`config.mk`:
```
export PLATFORM = sky130hd
export DESIGN_NAME = tcc_back
export DESIGN_NICKNAME = d
export VERILOG_FILES = /design/src/hdl/tcc_pkg.sv /design/src/hdl/tcc_back.sv
export SDC_FILE = /design/constraint.sdc
export NUM_CORES = 1
export LEC_CHECK = 0
export BUFFER_PORTS_ARGS = -buffer_cell sky130_fd_sc_hd__buf_2
export CORE_ASPECT_RATIO = 0.5
export CORE_UTILIZATION = 48
export CTS_CLUSTER_DIAMETER = 100
export DETAILED_ROUTE_END_ITERATION = 16
export PLACE_DENSITY_LB_ADDON = 0.3
export SETUP_SLACK_MARGIN = 0.02
export SLEW_MARGIN = 25
export SYNTH_ARGS = -nofsm -noshare
export SYNTH_HDL_FRONTEND = slang
export SYNTH_SLANG_ARGS = --single-unit
```
`constraint.sdc`:
```
create_clock -name clk -period 4.55 [get_ports clk]
set_input_delay 1.365 -clock clk [delete_from_list [all_inputs] [get_ports clk]]
set_output_delay 1.365 -clock clk [all_outputs]
set_load 0.02 [all_outputs]
```
`src/hdl/tcc_pkg.sv`:
```
// shared types and constants of the text console controller
package tcc_pkg;

	localparam int CELL_W = 16;
	localparam logic [CELL_W-1:0] BLANK_CELL = 16'h0F20;

	localparam logic [7:0] CHR_PRINT_LO  = 8'd32;
	localparam logic [7:0] CHR_PRINT_HI  = 8'd126;
	localparam logic [7:0] CHR_BACKSPACE = 8'd8;
	localparam logic [7:0] CHR_TAB       = 8'd9;
	localparam logic [7:0] CHR_LINE_FEED = 8'd10;
	localparam logic [7:0] CHR_FORM_FEED = 8'd12;
	localparam logic [7:0] CHR_RETURN    = 8'd13;

	localparam int TAB_STOP   = 8;
	localparam int FIFO_DEPTH = 2;

	localparam int APB_AW = 3;
	localparam int APB_DW = 32;
	localparam logic REG_BACKGROUND = 1'b0;
	localparam logic REG_FOREGROUND = 1'b1;
	localparam logic [2:0] BACKGROUND_RESET = 3'd0;
	localparam logic [3:0] FOREGROUND_RESET = 4'd15;

	typedef struct packed {
		logic       cmd;
		logic [7:0] char_code;
		logic [4:0] read_row;
		logic [6:0] read_column;
	} tcc_in_t;

	typedef struct packed {
		logic [4:0]  cursor_row;
		logic [6:0]  cursor_column;
		logic [10:0] cursor_position;
		logic [15:0] cell_data;
	} tcc_out_t;

	typedef enum logic [3:0] {
		OP_PRINT,
		OP_BACKSPACE,
		OP_TAB,
		OP_LINE_FEED,
		OP_FORM_FEED,
		OP_RETURN,
		OP_IGNORE,
		OP_READ,
		OP_READ_OUT
	} tcc_op_t;

	typedef struct packed {
		tcc_op_t           op;
		logic [CELL_W-1:0] cell_word;
		logic [4:0]        read_row;
		logic [6:0]        read_column;
	} tcc_cmd_t;

	typedef enum logic [1:0] {
		ST_CLEAR,
		ST_IDLE,
		ST_READ,
		ST_BLANK
	} tcc_state_t;

endpackage

```
`src/hdl/tcc_back.sv`:
```
// back end: cursor, screen store sequencing and result register
module tcc_back #(
	parameter int ROWS    = 25,
	parameter int COLUMNS = 80
) (
	input  logic                                        clk,
	input  logic                                        arst_n,
	input  logic                                        cmd_valid,
	output logic                                        cmd_ready,
	input  tcc_pkg::tcc_cmd_t                           cmd_data,
	output logic                                        init_busy,
	output logic                                        out_valid,
	input  logic                                        out_ready,
	output tcc_pkg::tcc_out_t                           out_data,
	output logic                                        ram_we,
	output logic [$clog2(ROWS)+$clog2(COLUMNS)-1:0]     ram_waddr,
	output logic [tcc_pkg::CELL_W-1:0]                  ram_wdata,
	output logic [$clog2(ROWS)+$clog2(COLUMNS)-1:0]     ram_raddr,
	input  logic [tcc_pkg::CELL_W-1:0]                  ram_rdata
);
	import tcc_pkg::*;

	localparam int RW = $clog2(ROWS);
	localparam int CW = $clog2(COLUMNS);
	localparam int PW = RW + CW;
	localparam logic [RW-1:0] LAST_ROW = RW'(ROWS - 1);
	localparam logic [CW-1:0] LAST_COL = CW'(COLUMNS - 1);

	tcc_state_t        state_q, state_d;
	logic [RW-1:0]     row_q, row_d;
	logic [RW-1:0]     base_q, base_d;
	logic [RW-1:0]     sweep_row_q, sweep_row_d;
	logic [CW-1:0]     col_q, col_d;
	logic [CW-1:0]     sweep_col_q, sweep_col_d;
	logic              init_q, init_d;
	logic              res_valid_q;
	tcc_out_t          res_q;
	logic              res_free;
	logic              load;
	logic              scroll;
	logic [CELL_W-1:0] res_cell;
	logic [PW-1:0]     pos_full;

	// logical row to physical row of the rotating store
	function automatic logic [RW-1:0] phys_row(input logic [RW-1:0] lr, input logic [RW-1:0] b);
		logic [RW:0] sum;
		sum = {1'b0, lr} + {1'b0, b};
		if (sum >= (RW+1)'(ROWS)) begin
			sum = sum - (RW+1)'(ROWS);
		end
		return sum[RW-1:0];
	endfunction

	assign init_busy = init_q;
	assign out_valid = res_valid_q;
	assign out_data  = res_q;
	assign res_free  = !res_valid_q || out_ready;
	assign pos_full  = PW'(row_d) * PW'(COLUMNS) + PW'(col_d);

	always_comb begin
		state_d     = state_q;
		row_d       = row_q;
		col_d       = col_q;
		base_d      = base_q;
		sweep_row_d = sweep_row_q;
		sweep_col_d = sweep_col_q;
		init_d      = init_q;
		load        = 1'b0;
		scroll      = 1'b0;
		res_cell    = '0;
		cmd_ready   = 1'b0;
		ram_we      = 1'b0;
		ram_waddr   = {sweep_row_q, sweep_col_q};
		ram_wdata   = BLANK_CELL;
		ram_raddr   = {phys_row(RW'(cmd_data.read_row), base_q), CW'(cmd_data.read_column)};
		unique case (state_q)
			ST_CLEAR: begin
				ram_we = 1'b1;
				if (sweep_col_q == LAST_COL) begin
					sweep_col_d = '0;
					if (sweep_row_q == LAST_ROW) begin
						sweep_row_d = '0;
						init_d      = 1'b0;
						state_d     = ST_IDLE;
					end else begin
						sweep_row_d = sweep_row_q + 1'b1;
					end
				end else begin
					sweep_col_d = sweep_col_q + 1'b1;
				end
			end
			ST_BLANK: begin
				ram_we = 1'b1;
				if (sweep_col_q == LAST_COL) begin
					sweep_col_d = '0;
					state_d     = ST_IDLE;
				end else begin
					sweep_col_d = sweep_col_q + 1'b1;
				end
			end
			ST_READ: begin
				load     = 1'b1;
				res_cell = ram_rdata;
				state_d  = ST_IDLE;
			end
			ST_IDLE: begin
				if (cmd_valid && res_free) begin
					cmd_ready = 1'b1;
					load      = (cmd_data.op != OP_READ);
					unique case (cmd_data.op)
						OP_PRINT: begin
							ram_we    = 1'b1;
							ram_waddr = {phys_row(row_q, base_q), col_q};
							ram_wdata = cmd_data.cell_word;
							if (col_q == LAST_COL) begin
								col_d = '0;
								if (row_q == LAST_ROW) begin
									scroll = 1'b1;
								end else begin
									row_d = row_q + 1'b1;
								end
							end else begin
								col_d = col_q + 1'b1;
							end
						end
						OP_BACKSPACE: begin
							if (col_q != '0) begin
								col_d = col_q - 1'b1;
							end
						end
						OP_TAB: begin
							if ({1'b0, col_q} + (CW+1)'(TAB_STOP) < (CW+1)'(COLUMNS)) begin
								col_d = (col_q | CW'(TAB_STOP - 1)) + 1'b1;
							end else begin
								col_d = LAST_COL;
							end
						end
						OP_LINE_FEED: begin
							col_d = '0;
							if (row_q == LAST_ROW) begin
								scroll = 1'b1;
							end else begin
								row_d = row_q + 1'b1;
							end
						end
						OP_FORM_FEED: begin
							row_d       = '0;
							col_d       = '0;
							base_d      = '0;
							sweep_row_d = '0;
							sweep_col_d = '0;
							state_d     = ST_CLEAR;
						end
						OP_RETURN: begin
							col_d = '0;
						end
						OP_READ: begin
							state_d = ST_READ;
						end
						OP_READ_OUT, OP_IGNORE: begin
						end
						default: begin
						end
					endcase
					if (scroll) begin
						// old top row becomes the new bottom row
						base_d      = (base_q == LAST_ROW) ? '0 : base_q + 1'b1;
						sweep_row_d = base_q;
						sweep_col_d = '0;
						state_d     = ST_BLANK;
					end
				end
			end
			default: begin
				state_d = ST_IDLE;
			end
		endcase
	end

	always_ff @(posedge clk or negedge arst_n) begin
		if (!arst_n) begin
			state_q     <= ST_CLEAR;
			row_q       <= '0;
			col_q       <= '0;
			base_q      <= '0;
			sweep_row_q <= '0;
			sweep_col_q <= '0;
			init_q      <= 1'b1;
			res_valid_q <= 1'b0;
		end else begin
			state_q     <= state_d;
			row_q       <= row_d;
			col_q       <= col_d;
			base_q      <= base_d;
			sweep_row_q <= sweep_row_d;
			sweep_col_q <= sweep_col_d;
			init_q      <= init_d;
			if (load) begin
				res_valid_q <= 1'b1;
			end else if (out_ready) begin
				res_valid_q <= 1'b0;
			end
		end
	end

	always_ff @(posedge clk) begin
		if (load) begin
			res_q.cursor_row      <= 5'(row_d);
			res_q.cursor_column   <= 7'(col_d);
			res_q.cursor_position <= 11'(pos_full);
			res_q.cell_data       <= res_cell;
		end
	end

endmodule

```
Yosys cells after proc, flatten, opt, wreduce, memory -nomap -nowiden
Cells that the tools add are included.
{"block": "op_classes", "n_addsub": 13, "eq_ne": 21, "mux": 53, "mul": 1, "n_reduce_logical": 17, "order_cmp": 3}
{"cell": "5-bit 2-to-1 mux", "count": 13}
{"cell": "7-bit 2-to-1 mux", "count": 9}
{"cell": "16-bit 2-to-1 mux", "count": 3}
{"cell": "12-bit 2-to-1 mux", "count": 3}
{"cell": "7-bit one-hot mux with 4 select lines", "count": 1}
{"cell": "7-bit by 1-bit adder with 7-bit output (second input constant)", "count": 3}
{"cell": "5-bit by 1-bit adder with 5-bit output (second input constant)", "count": 3}
{"cell": "5-bit == test (second input constant)", "count": 3}
{"cell": "5-bit one-hot mux with 3 select lines", "count": 1}
{"cell": "7-bit == test (second input constant)", "count": 2}
{"cell": "7-bit one-hot mux with 2 select lines", "count": 1}
{"cell": "5-bit by 5-bit adder with 6-bit output", "count": 2}
{"cell": "4-bit by 3-bit == test with 1-bit output (second input constant)", "count": 3}
{"cell": "6-bit by 5-bit greater-or-equal comparator with 1-bit output (second input constant)", "count": 2}
{"cell": "11-bit by 7-bit adder with 11-bit output", "count": 1}
{"cell": "1-bit 2-to-1 mux", "count": 11}
{"cell": "2-bit 2-to-1 mux", "count": 5}
{"cell": "5-bit one-hot mux with 2 select lines", "count": 1}
{"cell": "5-bit subtractor (second input constant)", "count": 2}
{"cell": "3-bit AND reduction", "count": 3}
{"cell": "7-bit by 4-bit adder with 8-bit output (second input constant)", "count": 1}
{"cell": "4-bit by 2-bit == test with 1-bit output (second input constant)", "count": 2}
{"cell": "8-bit by 7-bit < comparator with 1-bit output (second input constant)", "count": 1}
{"cell": "2-bit != test (second input constant)", "count": 4}
{"cell": "22 further kinds", "count": 28}
{"block": "totals", "in_bits": 52, "register_bits": 72, "word_cells": 120, "output_inout_bits": 83}

Depth between registers and ports, before layout
{"block": "depth", "word_depth": 9, "mapped_depth": 15, "ltp_nobuf": 15}

Worst setup path before layout
Ideal clock, no wire load.
{"block": "synth_path", "kind": "in2out", "startpoint": "input cmd_data[7] in the netlist's numbering", "endpoint": "output ram_raddr[8]", "arrival_time_ns": 3.302, "path_stages": 8, "slack_ns": -0.117, "t_required_ns": 3.185, "n_path_buf": 0, "cell_sequence": "ha_1 fa_1 a21o_1 a21oi_1 xor2_1 nor3_1 a21o_1 mux2_1"}
{"block": "synth_via", "elab_chain_cells": 3, "word_cells_on_any_way": 4, "cone_classes": "add/sub: 2; order compare: 1; mux: 1"}
{"element": "from (decl)", "line": "tcc_back.sv:10", "text": "input tcc_pkg::tcc_cmd_t cmd_data,"}
{"element": "5-bit by 5-bit adder with 6-bit output *", "line": "tcc_back.sv:47", "text": "sum = {1'b0, lr} + {1'b0, b};"}
{"element": "5-bit subtractor or 6-bit by 5-bit greater-or-equal comparator with 1-bit output (tied branches)", "line": "tcc_back.sv:49, tcc_back.sv:48"}
{"element": "5-bit 2-to-1 mux *", "line": "tcc_back.sv:48", "text": "if (sum >= (RW+1)'(ROWS)) begin"}
{"element": "to (decl)", "line": "tcc_back.sv:18", "text": "output logic [$clog2(ROWS)+$clog2(COLUMNS)-1:0] ram_raddr,"}
Mark *: on every way between the ends. The rest lies on a longest branch, timed or not.

Final worst setup path
Same ends and word-level chain as after synthesis.

==> metrics.txt <==
static leakage 2.80 nW; Final Routed Wirelength 12300 um; DRC 0; met3 WL between 700 and 800 um; Worst R2R End out_data[26]$_DFFE_PP_; cell breakdown of the critical path buf_8, ha_4, fa_2, inv_4, ha_4, or2_4, a21o_1, mux2_2, buf_6; worst slew pin tran 816 ps; commonest non-fill, non-tap cell in the layout buf_2; met1 WL 5810 um; crit path buf inv count 3; antenna cells 0; detailed-route via count roughly 4500; area of the core 9730 um^2; Power Internal 1.07 mW; fin util 0.640; syn_nets 621; DR pass1 iterations 5; Clock transition at path regs 50 ps; CTS root buffer clkbuf_16; Flop pwr share 0.464; CTS Buf Count 9; Worst Setup End Kind output port; post-detail-place hpwl 8800 um; Final Hold Fails 0; Yosys warning total 0; switching power total 320 uW; Ports 135; Die Area approximately 11000 um^2; layout cells sized above 1 0.325; commonest cells after routing, fill and taps aside buf_2, nand2_1, buf_4; reg2reg start col_q[0]$_DFF_PN0_; R2R cell count 14; ys flop type edfxtp_1; CTS HTree Levels 3; Die Width between 100 and 150 um; startpoint types input port; status finished, violations left; post-route ant nets 0; Avg Cell Area, Syn 9.43 um^2; CP delay by family, top adder cells; Tcrit/Tclk final 1.02; RSZ-0062 raised after global routing yes; Setup Viol. Count Final 4; CTS max path bufs 2; Total Routing Usage GR 0.238; worst slew margin relative to its limit 0.456; CP Class input port to output port; DR iter-0 viols 354; ys async rst share 0.485; Post-synth EDFFs 35; failing checks setup timing; fmax 217 MHz; die height 73.8 um; Placer Congestion just over 0.9; Max Cap Violations 0; vias in the first global route 4132; DR WL/cell 15.3 um; WP data required approximately 3200 ps; fin crit period around 4600 ps; Sw Ratio 0.231; Max Clock Skew 5.94 ps; register bit total from synthesis 68; max-slew violations 0; Layout Area Growth over Synthesis 25.7%; multiplexer share of the synthesized area 0.0124; Synth Area in Simple Gates 0.220; hold_ws 480 ps; crit path capture ram_raddr[8]; crit path from cmd_data[7]; CP max FO 3; Peak supply drop about 140 uV; Synth Area in XOR/XNOR 0.0301; hold buffers post-CTS 0; largest family of logic cells by synthesized area simple AND/OR/NAND/NOR gates; top routing layer in use met4; Comb power frac 0.083; most used cell, CP ha_4; Synth top area share 0.212; Synth Area in Compound Gates 0.184; Yosys top cell by area edfxtp_1; slowest stage delay, CP roughly 580 ps; via density per instance 5.60; Levels on crit path 9; Hold Path Class flop to flop; Initial Utilization 0.509; R2R Setup Slk 650 ps; post-synthesis sequential area ratio 0.379; first-pass GRT wire length 20000 um; worst-skew pair later-pin latency between 300 and 400 ps; CTS sink count 68; synthesized area slightly below 5000 um^2; initial antenna violation count 0; top cells by area, synth edfxtp_1, dfrtp_1, ha_1; adder-cell area share of the yosys netlist 0.117; TritonCTS clock tree yes; power density cells 223 nW/um^2; nets 759; synthesized instance count 525; worst setup margin -68.6 ps; slowest CP cell fa_2; synth unique cells 73; std cell rows 25; met2 wire length around 5700 um; largest net degree at the start of global routing 34; Arrival @ worst endpoint between 3000 and 4000 ps; IO buf count 120; clock network fraction of total power 0.453; grt total ovfl 0
-- kinds of logic (layout without fill, tap and decap cells) --
kind of cell	after synthesis	in the layout
multiplexers	6	6
XOR/XNOR	17	17
flip-flops	68	68
adder cells (fa/ha/maj)	44	44
AND/OR/NAND/NOR	196	196
AO/OA/AOI/OAI	139	139
buffers and inverters	55	198
-- timing repair --
action,4_1_cts,5_1_grt
pin swaps,11,5
setup buffers,2,2
gates resized for setup,21,12
endpoints found under the setup margin,5,6
-- cells in the mapped netlist, drive strengths merged, types with 3 or more instances --
cell and number:
nor2b 8, nor3b 3, a31oi 5, inv 25
o21ai 54, nand4 3, o22ai 4, clkbuf 9
o31ai 4, ha 40, nor3 8, nand3 19
or2 4, xnor2 9, dfrtp 32, fa 4
mux2i 5, nand2 56, edfxtp 35, nand4b 4
a21oi 34, o41ai 3, a21o 9, xor2 8
nor2 30, and2 17, buf 21, nand2b 6
a22o 3, or3 8, o21a 3, and3 16
a211oi 5, nor4 3
-- sequential cells by signal, indices dropped and copies added (netlist names) --
name         flops
state_q          2
init_busy        1
col_q            7
sweep_col_q      7
out_data        35
base_q           5
row_q            5
out_valid        1
sweep_row_q      5
-- per-layer routing --
layer  global-route usage  vias up
li1                     -     2184
met1                0.309     2136
met2                0.400      166
met3               0.0584       11
met4               0.0725        0
met5                    0        -
-- stage by stage --
stage / setup WS, ps / cell area, um^2 / std cells / setup TNS [ps] / power, mW
global placement: -199 / 5800 / 783 / -676 / 0.746
floorplan: -65.6 / 4960 / 525 / -108 / 0.710
CTS: -117 / 6170 / 801 / -331 / 1.39
finish: -68.6 / 6230 / 803 / -214 / 1.39
global route: -98.0 / 6230 / 803 / -364 / 1.43
detailed placement: -275 / 5800 / 783 / -945 / 0.748
-- final cells by class --
| class | instances | area (um^2) |
|---|---|---|
| fill | 810 | 3500 |
| multi-input combinational | 402 | 2900 |
| sequential | 68 | 1880 |
| timing repair buffer | 157 | 916 |
| clock buffer | 11 | 233 |
| tap | 135 | 169 |
| inverter | 25 | 96.3 |
| clock inverter | 5 | 28.8 |
-- how the worst min path moves through the flow --
stage	endpoint	slack (ps)	from	cells past startpoint
detailed placement	init_busy$_DFFE_PN1P_	470	init_busy$_DFFE_PN1P_	1
global route	init_busy$_DFFE_PN1P_	500	init_busy$_DFFE_PN1P_	1
finish	init_busy$_DFFE_PN1P_	480	init_busy$_DFFE_PN1P_	1
CTS	init_busy$_DFFE_PN1P_	480	init_busy$_DFFE_PN1P_	1
global placement	init_busy$_DFFE_PN1P_	470	init_busy$_DFFE_PN1P_	1
floorplan	sweep_row_q[4]$_DFFE_PN0P_	510	sweep_row_q[4]$_DFFE_PN0P_	2
-- power groups by stage --
stage	sequential [mW]	combinational [mW]	clock, mW
2_1_floorplan	0.655	0.0547	0
3_3_place_gp	0.655	0.0910	0
3_5_place_dp	0.655	0.0927	0
4_1_cts	0.643	0.108	0.640
5_1_grt	0.643	0.124	0.661
6_report	0.643	0.114	0.628
Power figures use the tool's default switching activity.
