`src/hdl/tcc_pkg.sv`:
```
// shared types and constants of the text console controller
package tcc_pkg;

	localparam int CELL_W = 16;
	localparam logic [CELL_W-1:0] BLANK_CELL = 16'h0F20;

	localparam logic [7:0] CHR_PRINT_LO  = 8'd32;
	localparam logic [7:0] CHR_PRINT_HI  = 8'd126;
	localparam logic [7:0] CHR_BACKSPACE = 8'd8;
	localparam logic [7:0] CHR_TAB       = 8'd9;
	localparam logic [7:0] CHR_LINE_FEED = 8'd10;
	localparam logic [7:0] CHR_FORM_FEED = 8'd12;
	localparam logic [7:0] CHR_RETURN    = 8'd13;

	localparam int TAB_STOP   = 8;
	localparam int FIFO_DEPTH = 2;

	localparam int APB_AW = 3;
	localparam int APB_DW = 32;
	localparam logic REG_BACKGROUND = 1'b0;
	localparam logic REG_FOREGROUND = 1'b1;
	localparam logic [2:0] BACKGROUND_RESET = 3'd0;
	localparam logic [3:0] FOREGROUND_RESET = 4'd15;

	typedef struct packed {
		logic       cmd;
		logic [7:0] char_code;
		logic [4:0] read_row;
		logic [6:0] read_column;
	} tcc_in_t;

	typedef struct packed {
		logic [4:0]  cursor_row;
		logic [6:0]  cursor_column;
		logic [10:0] cursor_position;
		logic [15:0] cell_data;
	} tcc_out_t;

	typedef enum logic [3:0] {
		OP_PRINT,
		OP_BACKSPACE,
		OP_TAB,
		OP_LINE_FEED,
		OP_FORM_FEED,
		OP_RETURN,
		OP_IGNORE,
		OP_READ,
		OP_READ_OUT
	} tcc_op_t;

	typedef struct packed {
		tcc_op_t           op;
		logic [CELL_W-1:0] cell_word;
		logic [4:0]        read_row;
		logic [6:0]        read_column;
	} tcc_cmd_t;

	typedef enum logic [1:0] {
		ST_CLEAR,
		ST_IDLE,
		ST_READ,
		ST_BLANK
	} tcc_state_t;

endpackage

```
`src/hdl/tcc_fifo.sv`:
```
// short command queue between front and back
module tcc_fifo (
	input  logic              clk,
	input  logic              arst_n,
	input  logic              push_valid,
	output logic              push_ready,
	input  tcc_pkg::tcc_cmd_t push_data,
	output logic              pop_valid,
	input  logic              pop_ready,
	output tcc_pkg::tcc_cmd_t pop_data
);
	import tcc_pkg::*;

	localparam int PTR_W = (FIFO_DEPTH > 1) ? $clog2(FIFO_DEPTH) : 1;
	localparam int CNT_W = $clog2(FIFO_DEPTH + 1);
	localparam logic [PTR_W-1:0] LAST_PTR = PTR_W'(FIFO_DEPTH - 1);

	tcc_cmd_t         entry_q [FIFO_DEPTH];
	logic [PTR_W-1:0] wptr_q;
	logic [PTR_W-1:0] rptr_q;
	logic [CNT_W-1:0] count_q;
	logic             push;
	logic             pop;

	assign push_ready = (count_q != CNT_W'(FIFO_DEPTH));
	assign pop_valid  = (count_q != '0);
	assign pop_data   = entry_q[rptr_q];
	assign push       = push_valid && push_ready;
	assign pop        = pop_valid && pop_ready;

	always_ff @(posedge clk or negedge arst_n) begin
		if (!arst_n) begin
			wptr_q  <= '0;
			rptr_q  <= '0;
			count_q <= '0;
		end else begin
			if (push) begin
				wptr_q <= (wptr_q == LAST_PTR) ? '0 : wptr_q + 1'b1;
			end
			if (pop) begin
				rptr_q <= (rptr_q == LAST_PTR) ? '0 : rptr_q + 1'b1;
			end
			if (push && !pop) begin
				count_q <= count_q + 1'b1;
			end else if (pop && !push) begin
				count_q <= count_q - 1'b1;
			end
		end
	end

	always_ff @(posedge clk) begin
		if (push) begin
			entry_q[wptr_q] <= push_data;
		end
	end

endmodule

```
`config.mk`:
```
export PLATFORM = sky130hd
export DESIGN_NAME = tcc_fifo
export DESIGN_NICKNAME = d
export VERILOG_FILES = /design/src/hdl/tcc_pkg.sv /design/src/hdl/tcc_fifo.sv
export SDC_FILE = /design/constraint.sdc
export NUM_CORES = 1
export LEC_CHECK = 0
export ABC_CLOCK_PERIOD_IN_PS = 2700
export BUFFER_PORTS_ARGS = -buffer_cell sky130_fd_sc_hd__clkbuf_2
export CAP_MARGIN = 20
export CORE_MARGIN = 2
export CORE_UTILIZATION = 52
export DETAILED_ROUTE_END_ITERATION = 12
export GPL_TIMING_DRIVEN = 1
export PLACE_DENSITY = 0.79
export SLEW_MARGIN = 10
export SYNTH_ARGS = -nofsm -noshare
export SYNTH_HDL_FRONTEND = slang
export SYNTH_SLANG_ARGS = --single-unit
```
`constraint.sdc`:
```
create_clock -name clk -period 2.7 [get_ports clk]
set_input_delay 0.135 -clock clk [delete_from_list [all_inputs] [get_ports clk]]
set_output_delay 0.135 -clock clk [all_outputs]
set_load 0.03 [all_outputs]
```
==> Yosys cells after proc, flatten, opt, wreduce, memory -nomap -nowiden <==
Memory sizes are Yosys's and may differ from the RTL's.
Index checks and enable logic that the tools add are counted.
{ "word_totals": {"memories": 1, "input_bits": 36, "regBits": 4, "mem_bits_rw": 64, "wordCells": 23, "out_inout_bits": 34} }
{ "classes": {"reduce_logical": 8, "muxes": 6, "add_sub_neg": 4, "eq_ne": 1} }
{ "memory_table": {"columns": ["memory", "depth", "width", "rd", "rd_clocked_by_memory_dff", "wr", "line_no", "text"], "rows": [
  ["entry_q", 2, 32, 1, 0, 1, "tcc_fifo.sv:18", "tcc_cmd_t entry_q [FIFO_DEPTH];"]
]} }
{ "ops": {"columns": ["operator", "count"], "rows": [
  ["$logic_and 1x1->1", 4],
  ["$mux 1", 4],
  ["$mux 2", 2],
  ["$reduce_bool 2->1", 2],
  ["$add 1x1->1 const B", 2],
  ["$add 2x1->2 const B", 1],
  ["$logic_not 1->1", 2],
  ["$ne 2x2->1 const B", 1],
  ["$sub 2x1->2 const B", 1]
]} }

==> Longest topological paths before layout <==
Gate-level depths: netlist (run 1).
{ "logic_depth": {"depth_word": 6, "depth_mapped": 7, "mapped_depth_nobuf": 7} }

==> Worst setup path after synthesis (run 1) <==
No wires, ideal clock.
{ "synth_timing": {"path_kind": "register to register", "from": "register count_q[0]", "to": "memory entry_q[0][0] (netlist name), enable pin", "arrival_time_ps": 2246, "setup_ps": 421, "path_slack_ps": 33, "stages_incl_launch_ff": 4, "synth_period_minus_slack_ps": 2667, "t_required_ps": 2279, "path_buffers": 0, "path_cell_list": "dfrtp_1 -> nand2b_1 -> nand2_1 -> nor2_1"} }
{ "synth_between": {"elab_chain_len": 4} }
{ "synth_lines": {"columns": ["element", "line_no", "text"], "rows": [
  ["start: declaration", "tcc_fifo.sv:21", "logic [CNT_W-1:0] count_q;"],
  ["start signal: assignment", "tcc_fifo.sv:44", "count_q <= count_q + 1'b1;"],
  ["start signal: assignment", "tcc_fifo.sv:46", "count_q <= count_q - 1'b1;"],
  ["$ne 2x2->1", "tcc_fifo.sv:25", "assign push_ready = (count_q != CNT_W'(FIFO_DEPTH));"],
  ["via push_ready", "tcc_fifo.sv:6", "output logic push_ready,"],
  ["$logic_and 1x1->1", "tcc_fifo.sv:28", "assign push = push_valid && push_ready;"],
  ["$mux 1", "tcc_fifo.sv:52", "if (push) begin"],
  ["$mux 1 (not written as such)", "tcc_fifo.sv:53", "entry_q[wptr_q] <= push_data;"],
  ["end: declaration", "tcc_fifo.sv:18", null]
]} }
The timed path passes the listed nets, and every way through them passes these cells.

==> impl_summary.log, run 1 <==
[metrics] average cell area after synthesis: ~23 sq um
[metrics] Worst setup SP type: flop
[metrics] arrival time worst endpoint: ~1800 ps
[metrics] max_slew headroom: 0.717
[metrics] residual DRC count: 0
[metrics] drt via density: between 4 and 5
[metrics] area inside the core boundary: around 5000 sq um
[metrics] Gate Count Post-Synth: 118
[metrics] top-level I/O count: 70
[metrics] area leader, netlist: sky130_fd_sc_hd__edfxtp_1
[metrics] port bufs: 69
[metrics] RSZ-0062 raised after global routing: false
[metrics] WS Path Type: flop to output pin
[metrics] max-capacitance violation count: 0
[metrics] summed instance area of the synthesized netlist: between 2000 and 3000 sq um
[metrics] Chip Width: ~76 um
[metrics] CP cell instances: buf_12 > mux2_2 > clkbuf_2
[metrics] fraction of layout cells with a size suffix above 1: 0.533
[metrics] worst setup skew after layout: roughly 12 ps
[metrics] total grt overflow: 0
[metrics] CTS Sinks: slightly below 70
[metrics] Root Driver: sky130_fd_sc_hd__clkbuf_8
[metrics] Worst path top cell family by delay: flip-flops
[metrics] initial antenna violation count: 0
[metrics] final antenna diode count: 0
[metrics] highest cell delay on the worst timing path: 630 ps
[metrics] share of Yosys cell area claimed by the top area cell type: 0.723
[metrics] worst-path maximum fanout: 21
[metrics] post-route cell area: 3470 sq um
[metrics] clock tree from TritonCTS: yes
[metrics] transition at the pin with the smallest max-transition slack: 424 ps
[metrics] sequential fraction of the synthesis area: 0.760
[metrics] combinational power share: 0.399
[metrics] result of the run: completed
[metrics] minimum setup slack among reg-to-reg paths: between 1000 and 1500 ps
[metrics] clock latency at the later pin of the worst-skew pair: 330 ps
[metrics] power density relative to cell area: around 1100 nW/um^2
[metrics] # setup viols final: 0
[metrics] Slew Limit Fails: 0
[metrics] post-layout net count: 257
[metrics] vias after detailed routing: 1398
[metrics] number of buffers added by the clock tree synthesis step: 9
[metrics] remaining number of nets flagged by the antenna check after routing: 0
[metrics] number of detailed-routing iterations run before antenna repair: 4
[metrics] overall die area: 5700 sq um
[metrics] largest cells by area after synthesis: sky130_fd_sc_hd__edfxtp_1, sky130_fd_sc_hd__mux2_4, sky130_fd_sc_hd__dfrtp_1
[metrics] Seq pwr share: 0.415
[metrics] half-perimeter wire length after detailed placement: 2.95 mm
[metrics] vias in the first global route: ~1400
[metrics] static leakage: between 1 and 1.5 nW
[metrics] setup tns final: 0 ps
[metrics] worst hold start: push_data[10]
[metrics] clock tree buffer depth: 2
[metrics] initial core utilization: 0.531
[metrics] worst slack at placement: roughly 1100 ps
[metrics] beginning of the worst register-to-register path: count_q[0]
[metrics] pin count of the biggest net entering global routing: 33
[metrics] Clock H-tree levels: 3
[metrics] die boundary height: 75.5 um
[metrics] switching part of the total: 0.358
[metrics] post-layout min period: ~1900 ps
[metrics] Clk network pwr share: 0.186
[metrics] final routed wire length divided by cell count: about 15 um
[metrics] crit path from: rptr_q
[metrics] PostCTS Resize Cnt: 0
[metrics] standard cell with the maximum stage delay on the critical path: sky130_fd_sc_hd__dfrtp_2
[metrics] most common cell after layout, fill and taps aside: sky130_fd_sc_hd__clkbuf_2
[metrics] fraction of the core area covered by cells at the end of the flow: 0.692
[metrics] Final Cycle Share: 0.709
[metrics] required time at the worst-slack endpoint: ~2600 ps
[metrics] area growth from synthesis to layout: 30.4%
[metrics] worst path buffer plus inverter count: 2
[metrics] Hold/Removal Path Class: input port to flop
[metrics] commonest non-fill, non-tap cells in the layout: sky130_fd_sc_hd__clkbuf_2, sky130_fd_sc_hd__edfxtp_1, sky130_fd_sc_hd__mux2_4, sky130_fd_sc_hd__dlygate4sd3_1, sky130_fd_sc_hd__clkbuf_8
[metrics] Peak VDD IR: roughly 750 uV
[metrics] maximum clock rate: 522 MHz
[metrics] Placer Congestion: about 0.73
[metrics] flop and latch count out of synthesis: 68
[metrics] DP Area: 3060 sq um
[metrics] kind of end point of the critical path: output pin
[metrics] global-route usage over all layers: 0.166
[metrics] P_int: 2.46 mW
[metrics] CTS clock-pin slew for the worst setup and hold paths: ~70 ps
[metrics] Final Hold Violating Endpoints: 0
[metrics] Worst Setup Slack, final: 785 ps
[metrics] global-route wire length before repair: 6.56 mm
[metrics] starting DRC count in detailed routing: 120
[metrics] standard-cell rows: 26
[metrics] Net Count, Synth: 155
[metrics] yosys warns: 0
[metrics] NetSw: about 1.4 mW
[metrics] Unique masters post-synth: 16
[metrics] WL final: between 4 and 5 mm
==> final cells by class <==
type	count	area [sq um]
multi-input cells	45	569
fillers	350	1540
clock inverters	3	13.8
inverters	1	3.75
clock buffers	13	159
flip-flops and latches	68	2020
repair buffers	95	611
well taps	70	87.6
==> per-layer routing <==
| metal | part of all wire | vias to the layer above | global-route usage |
|---|---|---|---|
| li1 | - | 661 | - |
| met3 | 0.055 | 12 | 0.0384 |
| met4 | 0.021 | 0 | 0.0955 |
| met2 | 0.52 | 64 | 0.276 |
| met1 | 0.40 | 661 | 0.200 |
| met5 | 0 | - | 0 |
==> through the flow <==
stage          total power, mW  hold slack, ps  std cells
6_report                  3.83            12.3        295
5_1_grt                   4.00            2.63        295
4_1_cts                   3.86           0.463        295
3_5_place_dp              3.12           -48.1        256
3_3_place_gp              3.07           -54.4        256
2_1_floorplan             2.82            -161        118
==> what timing repair did <==
action | 4_1_cts | 5_1_grt
endpoints found under the hold margin | 42 | 0
buffers inserted | 0 | 0
hold buffers | 23 | 0
==> final timing paths <==
path | end | cells past startpoint
setup / recovery | pop_data[11] | 3
hold / removal | entry_q[0][10] | 1
setup reg to reg | count_q[1] | 6
hold reg to reg | count_q[1] | 1
max in group asynchronous | rptr_q | 2
min in group asynchronous | count_q[1] | 2
==> sequential cells by signal, indices dropped and copies added, names as in the netlist <==
signal / flops
count_q: 2
rptr_q: 1
wptr_q: 1
entry_q: 64
==> worst reg2reg max path, delay by kind of cell, from the launching register on <==
family	cells	cell delay, ps
simple gates	3	550
buf+inv	1	90
fa+ha+maj	1	330
flops	1	430
xor+xnor	1	190
==> synthesized netlist by cell type (all sizes together) <==
cell / count
inv: 1
dfrtp: 4
nor2: 2
and3: 1
or2: 1
nand2: 2
mux2: 32
ha: 1
xor2: 2
xnor2: 3
edfxtp: 64
buf: 4
nand2b: 1
==> power groups by stage <==
| stage | sequential [mW] | clock (mW) | combinational, mW |
|---|---|---|---|
| floorplan | 1.53 | 0 | 1.29 |
| global placement | 1.59 | 0 | 1.49 |
| detailed placement | 1.61 | 0 | 1.51 |
| CTS | 1.59 | 0.730 | 1.54 |
| global route | 1.61 | 0.768 | 1.62 |
| finish | 1.59 | 0.713 | 1.53 |
==> kinds of logic (layout without fill, tap and decap cells) <==
logic type                 count (synthesis)  in the layout  synth area share
muxes                                     32             32             0.176
buffers and inverters                      5            112            0.0282
adders and majority gates                  1              1           0.00471
DFF                                       68             68             0.760
xor gates and xnor gates                   5              5            0.0165
and+or+nand+nor                            7              7            0.0137
Power figures use the tool's default switching activity.
==> run 2: changes to the inputs <==
- ABC_AREA: not set -> 1
- ABC_CLOCK_PERIOD_IN_PS: 2700 -> 1800
- clock period: 2.7 -> 1.8 ns (I/O delays scaled with it)
==> impl_summary.log, run 2 <==
[metrics] max FFs per register: 64 (unchanged)
[metrics] max_slew headroom: 0.843 (+0.125)
[metrics] clock tree buffer depth: 2 (unchanged)
[metrics] half-perimeter wire length after detailed placement: 2.94 mm (-0.54%)
[metrics] worst hold start: pop_ready
[metrics] register with the most flip-flops: entry_q
[metrics] sequential fraction of the synthesis area: 0.761 (about the same)
[metrics] CTS Sinks: 68 (unchanged)
[metrics] Worst path top cell family by delay: flip-flops
[metrics] remaining number of nets flagged by the antenna check after routing: 0 (unchanged)
[metrics] top cell types by occurrence after synthesis: sky130_fd_sc_hd__nand2_1, sky130_fd_sc_hd__edfxtp_1, sky130_fd_sc_hd__nand2_2
[metrics] summed instance area of the synthesized netlist: 2660 sq um (about the same)
[metrics] initial core utilization: 0.530 (about the same)
[metrics] standard cell with the maximum stage delay on the critical path: sky130_fd_sc_hd__dfrtp_2
[metrics] DP Area: 3060 sq um (-0.29%)
[metrics] WL final: 4.90 mm (+9.9%)
[metrics] Hold Path Depth: 3 (+2)
[metrics] length in cells of the worst reg-to-reg path: 9 (+3)
[metrics] area of combinational cells with multiple inputs: 522 sq um (-8.4%)
[metrics] storage element area: 2020 sq um (unchanged)
[metrics] area leader, netlist: sky130_fd_sc_hd__edfxtp_1
[metrics] port bufs: 69 (unchanged)
[metrics] highest cell delay on the worst timing path: 490 ps (-140 ps)
[metrics] standard-cell rows: 26 (unchanged)
[metrics] Synth Flop Type: sky130_fd_sc_hd__edfxtp_1
[metrics] Clk network pwr share: 0.174 (-0.012)
[metrics] Worst setup SP type: flop
[metrics] cell with the most instances after synthesis: sky130_fd_sc_hd__nand2_1
[metrics] P_int: 3.33 mW (+36%)
[metrics] flop and latch count out of synthesis: 68 (unchanged)
[metrics] global-route usage over all layers: 0.178 (+0.0116)
[metrics] required time at the worst-slack endpoint: 1710 ps (-860 ps)
[metrics] CTS clock-pin slew for the worst setup and hold paths: 60 ps (about the same)
[metrics] largest cells by area after synthesis: sky130_fd_sc_hd__edfxtp_1, sky130_fd_sc_hd__nand2_1, sky130_fd_sc_hd__dfrtp_1
[metrics] fraction of the mapped netlist area in simple logic gates: 0.177 (+0.163)
[metrics] setup tns final: 0 ps (unchanged)
[metrics] transition at the pin with the smallest max-transition slack: 236 ps (-188 ps)
[metrics] clock tree from TritonCTS: yes
[metrics] number of buffers added by the clock tree synthesis step: 9 (unchanged)
[metrics] largest family of logic cells by synthesized area: simple AND/OR/NAND/NOR gates
[metrics] Peak VDD IR: 1010 uV (+34%)
[metrics] Slew Limit Fails: 0 (unchanged)
[metrics] post-route cell area: 3550 sq um (+2.3%)
[metrics] CP cell instances: buf_4 > nand2_1 > nand2_1 > clkbuf_2
[metrics] area inside the core boundary: 5010 sq um (unchanged)
[metrics] commonest non-fill, non-tap cells in the layout: sky130_fd_sc_hd__nand2_1, sky130_fd_sc_hd__clkbuf_2, sky130_fd_sc_hd__edfxtp_1, sky130_fd_sc_hd__dlygate4sd3_1, sky130_fd_sc_hd__nand2_2
[metrics] area growth from synthesis to layout: 33.4%
[metrics] die boundary height: 75.5 um (about the same)
[metrics] sum of internal, switching and leakage power: 5.79 mW (+51%)
[metrics] max-capacitance violation count: 0 (unchanged)
[metrics] switching part of the total: 0.425 (+0.0670)
[metrics] arrival time worst endpoint: 1480 ps (-300 ps)
[metrics] worst-path maximum fanout: 17 (-19%)
[metrics] clock latency at the later pin of the worst-skew pair: 330 ps (about the same)
[metrics] RSZ-0062 raised after global routing: false
[metrics] yosys warns: 0 (unchanged)
[metrics] Hold/Removal Path Class: input port to flop
[metrics] Gate Count Post-Synth: 196 (+66%)
[metrics] number of detailed-routing iterations run before antenna repair: 4 (unchanged)
[metrics] minimum setup slack among reg-to-reg paths: 370 ps (-670 ps)
[metrics] area share of xor/xnor cells in the synthesized design: 0.00942 (-0.00705)
[metrics] fraction of synthesized area in multiplexers: 0 (-0.176)
[metrics] average cell area after synthesis: 13.6 sq um (-40%)
[metrics] cell depth of the worst setup path: 4 (+1)
[metrics] pin count of the biggest net entering global routing: 34 (+3.0%)
[metrics] final routed wire length divided by cell count: 12.8 um (-15%)
[metrics] most common cell after layout, fill and taps aside: sky130_fd_sc_hd__nand2_1
[metrics] beginning of the worst register-to-register path: count_q[0]
[metrics] static leakage: 1.56 nW (+9.1%)
[metrics] Clock H-tree levels: 3 (unchanged)
[metrics] Seq pwr share: 0.401 (-0.014)
[metrics] r2r endpoint: count_q[1]
[metrics] share of synthesized flip-flops with an asynchronous set or reset: 0.0588 (unchanged)
[metrics] Placer Congestion: 0.808 (+11%)
[metrics] share of Yosys cell area claimed by the top area cell type: 0.723 (about the same)
[metrics] initial antenna violation count: 0 (unchanged)
[metrics] final antenna diode count: 0 (unchanged)
[metrics] # Post-CTS Setup Buffers: 0 (unchanged)
[metrics] cell repeated most along the worst path: sky130_fd_sc_hd__nand2_1
[metrics] Root Driver: sky130_fd_sc_hd__clkbuf_8
[metrics] result of the run: completed
[metrics] # setup viols final: 0 (unchanged)
[metrics] registers with the highest flip-flop counts: entry_q (64), count_q (2)
[metrics] total grt overflow: 0 (unchanged)
[metrics] drt via density: 4.60 (-3.0%)
[metrics] kind of end point of the critical path: output pin
[metrics] Chip Width: 75.5 um (about the same)
[metrics] fraction of layout cells with a size suffix above 1: 0.351 (-0.182)
[metrics] post-layout min period: approximately 1600 ps
[metrics] top-level I/O count: 70 (unchanged)
[metrics] power density relative to cell area: 1630 nW/um^2 (+48%)
[metrics] fill count: 359 (+2.6%)
[metrics] Net Count, Synth: 233 (+50%)
[metrics] NetSw: 2.46 mW (+80%)
[metrics] starting DRC count in detailed routing: 89 (-26%)
[metrics] number of flops mapped to enable cells by yosys: 64 (unchanged)
[metrics] Hold Crit Endpoint: rptr_q
[metrics] vias after detailed routing: 1760 (+26%)
[metrics] maximum clock rate: roughly 640 MHz
[metrics] worst path buffer plus inverter count: 2 (unchanged)
[metrics] global-route wire length before repair: 7.01 mm (+6.9%)
[metrics] worst setup skew after layout: 7.16 ps (-4.82 ps)
[metrics] vias in the first global route: 1635 (+17%)
[metrics] Final Hold Violating Endpoints: 0 (unchanged)
[metrics] WS Path Type: flop to output pin
[metrics] combinational power share: 0.425 (+0.026)
[metrics] Final Cycle Share: 0.871
[metrics] post-layout net count: 345 (+34%)
[metrics] area share of fa/ha/maj cells after synthesis: 0.00471 (about the same)
[metrics] overall die area: 5700 sq um (about the same)
[metrics] Unique masters post-synth: 17 (+1)
[metrics] residual DRC count: 0 (unchanged)
[metrics] compound-gate portion of the synthesized area: 0 (unchanged)
## run 2: changes by cell type in the layout (fill, tap and decap cells not counted), sizes merged, moves of 2 or more
cell | before | now
buf | 3 | 6
nand3 | 0 | 2
inv | 1 | 7
dlygate4sd3 | 23 | 33
nand2 | 2 | 106
mux2 | 32 | 0
clkbuf | 82 | 79
xnor2 | 3 | 1
clkinv | 3 | 6
## run 2: repair_timing
action                                  CTS  global route
endpoints found under the hold margin    68             0
endpoints found under the setup margin    0             1
hold buffers                             33             0
resized for setup                         0             1
## run 2: area by class of cell
type	count	share of cell area
Timing Repair Buffer	108	0.203
Sequential cell	68	0.571
Multi-Input combinational cell	114	0.147
Clock buffer	10	0.0360
Clock inverter	6	0.00882
Tap cell	70	0.0247
Inverter	7	0.00953
## run 2: per-stage QoR
step	utilization	hold WS [ps]	worst slack, ps	cells
2_1_floorplan	-	-206	-92.2	196
3_3_place_gp	0.610	-94.8	437	334
3_5_place_dp	0.610	-92.6	393	334
4_1_cts	0.708	19.4	98.3	383
5_1_grt	0.708	40.1	124	383
6_report	0.708	38.2	233	383
## run 2: how the worst max path moves through the flow
stage	from	end	slack, ps
6_report	rptr_q	pop_data[19]	230
5_1_grt	rptr_q	pop_data[19]	120
4_1_cts	rptr_q	pop_data[16]	100
3_5_place_dp	count_q[0]	count_q[1]	390
3_3_place_gp	count_q[0]	count_q[1]	440
2_1_floorplan	count_q[0]	entry_q[0][0]	-90
## run 2: power groups by stage
| stage | Sequential [mW] | Clock [mW] | Combinational (mW) |
|---|---|---|---|
| floorplan | 2.30 | 0 | 1.91 |
| global placement | 2.34 | 0 | 2.38 |
| detailed placement | 2.36 | 0 | 2.42 |
| CTS | 2.32 | 1.04 | 2.48 |
| global route | 2.35 | 1.10 | 2.71 |
| finish | 2.32 | 1.01 | 2.46 |
## run 2: cell families after synthesis
kind of cell	after synthesis
simple gates	111
flops	68
buf+inv	14
xor+xnor	2
fa+ha+maj	1
## run 2: tightest hold or removal path: cells and delay by family
| family | cells | cell delay (ps) |
|---|---|---|
| buffers and inverters | 1 | 100 |
| and+or+nand+nor | 2 | 140 |
## run 2: routing by layer
metal  share of wire  GRT usage  vias to the layer above  wire length, um
li1                -          -                      872                -
met3           0.055     0.0503                       10              271
met1            0.36      0.169                      820             1780
met2            0.56      0.338                       58             2750
met5               0          0                        -                0
met4           0.020     0.0994                        0               99
